$ cat src/hdl/bmhq_pkg.sv
// ---------------------------------------------------------------------------
// bmhq_pkg
// Shared types and constants for the binary min-heap priority queue.
// ---------------------------------------------------------------------------
`timescale 1ns / 1ps
`default_nettype none

package bmhq_pkg;

	localparam int unsigned CAPACITY_DEF  = 256;
	localparam int unsigned KEY_WIDTH_DEF = 16;

	localparam logic FUNC_INSERT = 1'b0;
	localparam logic FUNC_REMOVE = 1'b1;

	typedef enum logic [1:0] {
		STATUS_OK    = 2'd0,
		STATUS_FULL  = 2'd1,
		STATUS_EMPTY = 2'd2
	} status_t;

	// row command broadcast to every cell
	typedef struct packed {
		logic ins;
		logic rem;
	} cell_cmd_t;

endpackage

`default_nettype wire

$ cat src/hdl/bmhq_cell.sv
// ---------------------------------------------------------------------------
// bmhq_cell
// One slot of the sorted key row. Opens a gap for an insert by taking its
// left neighbor's key, and closes the gap on a remove by taking its right one.
// ---------------------------------------------------------------------------
`timescale 1ns / 1ps
`default_nettype none

module bmhq_cell #(
	parameter int unsigned KEY_WIDTH = 16
) (
	input  wire                          clk,
	input  wire                          arst_n,
	input  wire bmhq_pkg::cell_cmd_t     cmd,
	input  wire signed [KEY_WIDTH-1:0]   ins_key,
	input  wire signed [KEY_WIDTH-1:0]   left_key,
	input  wire                          left_valid,
	input  wire                          left_gt,
	input  wire signed [KEY_WIDTH-1:0]   right_key,
	input  wire                          right_valid,
	output logic signed [KEY_WIDTH-1:0]  key,
	output logic                         valid,
	output logic                         gt
);
	import bmhq_pkg::*;

	logic signed [KEY_WIDTH-1:0] key_q;
	logic                        valid_q;

	// new key goes at or before this slot
	assign gt    = !valid_q || (ins_key < key_q);
	assign key   = key_q;
	assign valid = valid_q;

	always_ff @(posedge clk or negedge arst_n) begin
		if (!arst_n) begin
			valid_q <= 1'b0;
		end else if (cmd.ins && gt) begin
			valid_q <= left_gt ? left_valid : 1'b1;
		end else if (cmd.rem) begin
			valid_q <= right_valid;
		end
	end

	always_ff @(posedge clk) begin
		if (cmd.ins && gt) begin
			key_q <= left_gt ? left_key : ins_key;
		end else if (cmd.rem) begin
			key_q <= right_key;
		end
	end

endmodule

`default_nettype wire
$ cat config.mk
export PLATFORM = sky130hd
export DESIGN_NAME = bmhq_cell
export DESIGN_NICKNAME = d
export VERILOG_FILES = /design/src/hdl/bmhq_pkg.sv /design/src/hdl/bmhq_cell.sv
export SDC_FILE = /design/constraint.sdc
export NUM_CORES = 1
export LEC_CHECK = 0
export ABC_CLOCK_PERIOD_IN_PS = 3100
export BUFFER_PORTS_ARGS = -buffer_cell sky130_fd_sc_hd__buf_2
export CAP_MARGIN = 20
export CORE_ASPECT_RATIO = 0.8
export CORE_MARGIN = 4
export CORE_UTILIZATION = 43
export CTS_BUF_LIST = sky130_fd_sc_hd__clkbuf_4 sky130_fd_sc_hd__clkbuf_8
export DETAILED_ROUTE_END_ITERATION = 7
export PLACE_DENSITY = 0.81
export SETUP_SLACK_MARGIN = 0.5
export SYNTH_ARGS = -nofsm -noshare
export SYNTH_HDL_FRONTEND = slang
export SYNTH_SLANG_ARGS = --single-unit
$ cat constraint.sdc
create_clock -name clk -period 3.1 [get_ports clk]
set_input_delay 0.62 -clock clk [delete_from_list [all_inputs] [get_ports clk]]
set_output_delay 0.62 -clock clk [all_outputs]
set_load 0.01 [all_outputs]
==> impl_metrics.csv <==
group,metric,value,unit
setup_path,cp_data_arrival_time,2.17,ns
sta,fin_skew,0.00139,ns
clock_network,clock_path_buffers,2,
clock_network,htreeDepth,1,
setup_path,crit_type,"reg2out",
drt,drtIter0Drc,49,
logic_synthesis,synth-edff-count,16,
setup_path,critPathLaunchType,"register",
logic_synthesis,syn_avg_cell_area,11.6,um2
cells_and_area,areaGrowthSynthToFinish,45.2,%
logic_synthesis,yosysTopAreaCell,"edfxtp_1",
drt,routed_wl,3.55,mm
setup_path,worstSetupEndpointType,"output port",
sta,slew_headroom,73.8,%
worst_hold_path,hold_path_class,"in2async",
floorplanning,num_io_pins,73,
placement,routabilityCongestion,0.741,
setup_path,cp_cell_sequence,"inv_2 > ha_4 > and3_4 > a221o_1 > a211oi_4 > nand2_2 > nand2b_1 > nand3_1 > buf_2",
flow_run,max_cap_violations,0,
logic_synthesis,yosysWarnings,0,
power,p_sw_share,34.4,%
clock_network,cts_sinks,17,
floorplanning,fp.dieH,60.5,um
clock_network,clkTransAtPathRegs,0.07,ns
global_route,grt_pass1_vias,1255,
drt,vias,1290,
floorplanning,coreArea,3200,um2
sta,slew_violations,0,
logic_synthesis,yosys_register_bits,17,
logic_synthesis,synthDistinctLibCells,34,
setup_path,cp_data_required_time,2.48,ns
drt,remaining_drc_errors,0,
sta,max_freq,0.358,GHz
power,powerDensity,584,nW/um2
clock_network,numCtsBuffers,3,
logic_synthesis,synthCells,128,
drt,drtPass1Iterations,6,
power,combPwrFrac,55.6,%
placement,dp_hpwl,2.82,mm
power,vdd.ir_drop.worst,0.000358,V
sta,finalCritPeriodShare,90.0,%
sta,fin_crit,2.79,ns
floorplanning,dieArea,4450,um2
power,clkPwrFrac,14.5,%
power,power,1.26,mW
logic_synthesis,syn-cell-area,1480,um2
clock_network,clock_latency,0.26,ns
sta,finalWorstSetupSlack,0.311,ns
clock_network,cts_tree,"yes",
sta,setup_tns,0,ns
power,p_leak,1.07,nW
power,p_sw,0.432,mW
global_route,overflow,0,
logic_synthesis,synthArstFlopShare,5.88,%
cells_and_area,antenna_cells,0,
logic_synthesis,synth-main-ff-cell,"edfxtp_1",
clock_network,hold_buffers,0,
run_status,status,"completed",
logic_synthesis,syn-num-nets,198,
sta,worst_pin_slew,0.392,ns
setup_path,r2r.worst_path.cells,11,
sta,rsz0062_at_grt,"yes",
logic_synthesis,synth_top_area_share,32.4,%
sta,hold_viol_final,0,
floorplanning,initial_core_util,46.3,%
floorplanning,rows,18,
sta,hold_ws,0.118,ns
logic_synthesis,ys_top_cells_by_area,"edfxtp_1, mux2_2, ha_1, mux2_4, inv_1",
global_route,grt_antenna_before_repair,0,
global_route,grt_first_pass_wirelength,5.64,mm
cells_and_area,final_nets,284,
placement,port_buffers,72,
cells_and_area,drive_gt1_share,63.4,%
placement,place_ws,0.0754,ns
drt,routedWlPerCell,14.0,um
logic_synthesis,yosysSeqAreaShare,34.1,%
clock_network,cts_root_buf,"clkbuf_8",
floorplanning,die_w,73.6,um
global_route,grt_usage,16.9,%
setup_path,crit_slowest_cell,"edfxtp_1",
drt,drt-vias-per-instance,5.10,
drt,ant_nets,0,
power,seq_power_share,29.9,%
setup_path,max_stage_delay,0.40,ns
global_route,grt_max_degree,18,
setup_path,cp_max_fo,3,
power,p_int,0.824,mW
sta,setup_viol,0,
[area by class of cell]
cell class | instances | area (um2)
Fill cell | 246 | 1050
Multi-Input combinational cell | 90 | 993
Sequential cell | 17 | 505
Timing Repair Buffer | 83 | 482
Inverter | 19 | 71.3
Tap cell | 40 | 50.0
Clock buffer | 4 | 48.8
[path summary, 6_finish.rpt]
check	from	slack, ns	end
worst min-delay path	arst_n	0.12	valid$_DFFE_PN0P_
worst min register to register	valid$_DFFE_PN0P_	0.82	valid$_DFFE_PN0P_
min in group clk	right_key[0]	0.65	key[0]$_DFFE_PP_
max in group asynchronous	arst_n	2.90	valid$_DFFE_PN0P_
worst max register to register	key[7]$_DFFE_PP_	0.37	key[15]$_DFFE_PP_
worst max-delay path	key[7]$_DFFE_PP_	0.31	gt
[logic make-up (layout without fill, tap and decap cells)]
group | Yosys count | in the layout | share of synthesized area (%)
muxes | 32 | 32 | 26.6
and+or+nand+nor | 23 | 24 | 8.78
buffers and inverters | 22 | 106 | 6.33
AOI/OAI and AO/OA | 18 | 18 | 10.9
DFF | 17 | 17 | 34.1
adders and majority gates | 15 | 15 | 12.7
xor gates and xnor gates | 1 | 1 | 0.591
[sequential cells by signal (all words and copies together) (netlist names)]
register and flops:
key 16, valid 1
[cell usage in the layout, fill, tap and decap left out, types with 3 or more instances in the layout]
cell	n
mux2_2	17
buf_4	6
buf_6	3
buf_2	72
ha_4	4
a21oi_1	4
nand2_1	5
nand4_1	3
nor2_1	3
edfxtp_1	16
mux2_4	15
inv_1	17
ha_1	11
clkbuf_8	3
[worst max-delay path, delay by kind of cell, from the launching register on]
family	cells	cell delay (ns)
fa+ha+maj	1	0.20
flops	1	0.40
compound gates	2	0.61
simple gates	4	0.44
buf+inv	2	0.26
[timing repair]
action	CTS	global route
buffers inserted	8	0
setup endpoints to repair	17	33
gates resized for setup	15	3
endpoints found under the hold margin	0	0
pin swaps	4	1
cloned	1	1
[stage by stage]
step	instance area (um2)	util, %	instances
6_report	2150	67.3	253
5_1_grt	2150	67.3	253
4_1_cts	2130	66.7	252
3_5_place_dp	1950	60.9	239
3_3_place_gp	1950	60.9	239
2_1_floorplan	1540	-	128
[power by group through the flow]
stage / registers (mW) / logic (mW) / clock network [mW]
3_5_place_dp: 0.380 / 0.579 / 0
2_1_floorplan: 0.411 / 0.370 / 0
4_1_cts: 0.376 / 0.689 / 0.189
3_3_place_gp: 0.377 / 0.569 / 0
6_report: 0.376 / 0.698 / 0.182
5_1_grt: 0.384 / 0.767 / 0.193
[metal layers]
metal / up-vias / routed length (um) / share of wire [%] / global-route usage [%]
li1: 649 / - / - / -
met1: 583 / 1540 / 43 / 20.0
met2: 53 / 1570 / 44 / 28.2
met3: 5 / 380 / 11 / 6.29
met4: 0 / 58 / 1.6 / 6.98
met5: - / 0 / 0 / 0
[cells in the mapped netlist, types with 3 or more instances]
library cell / instances
mux2_2: 23
inv_1: 19
edfxtp_1: 16
ha_1: 15
mux2_4: 9
nand2_1: 5
a21oi_1: 4
nand2b_1: 3
nand4_1: 3
nor2_1: 3
Power figures use the tool's default switching activity.
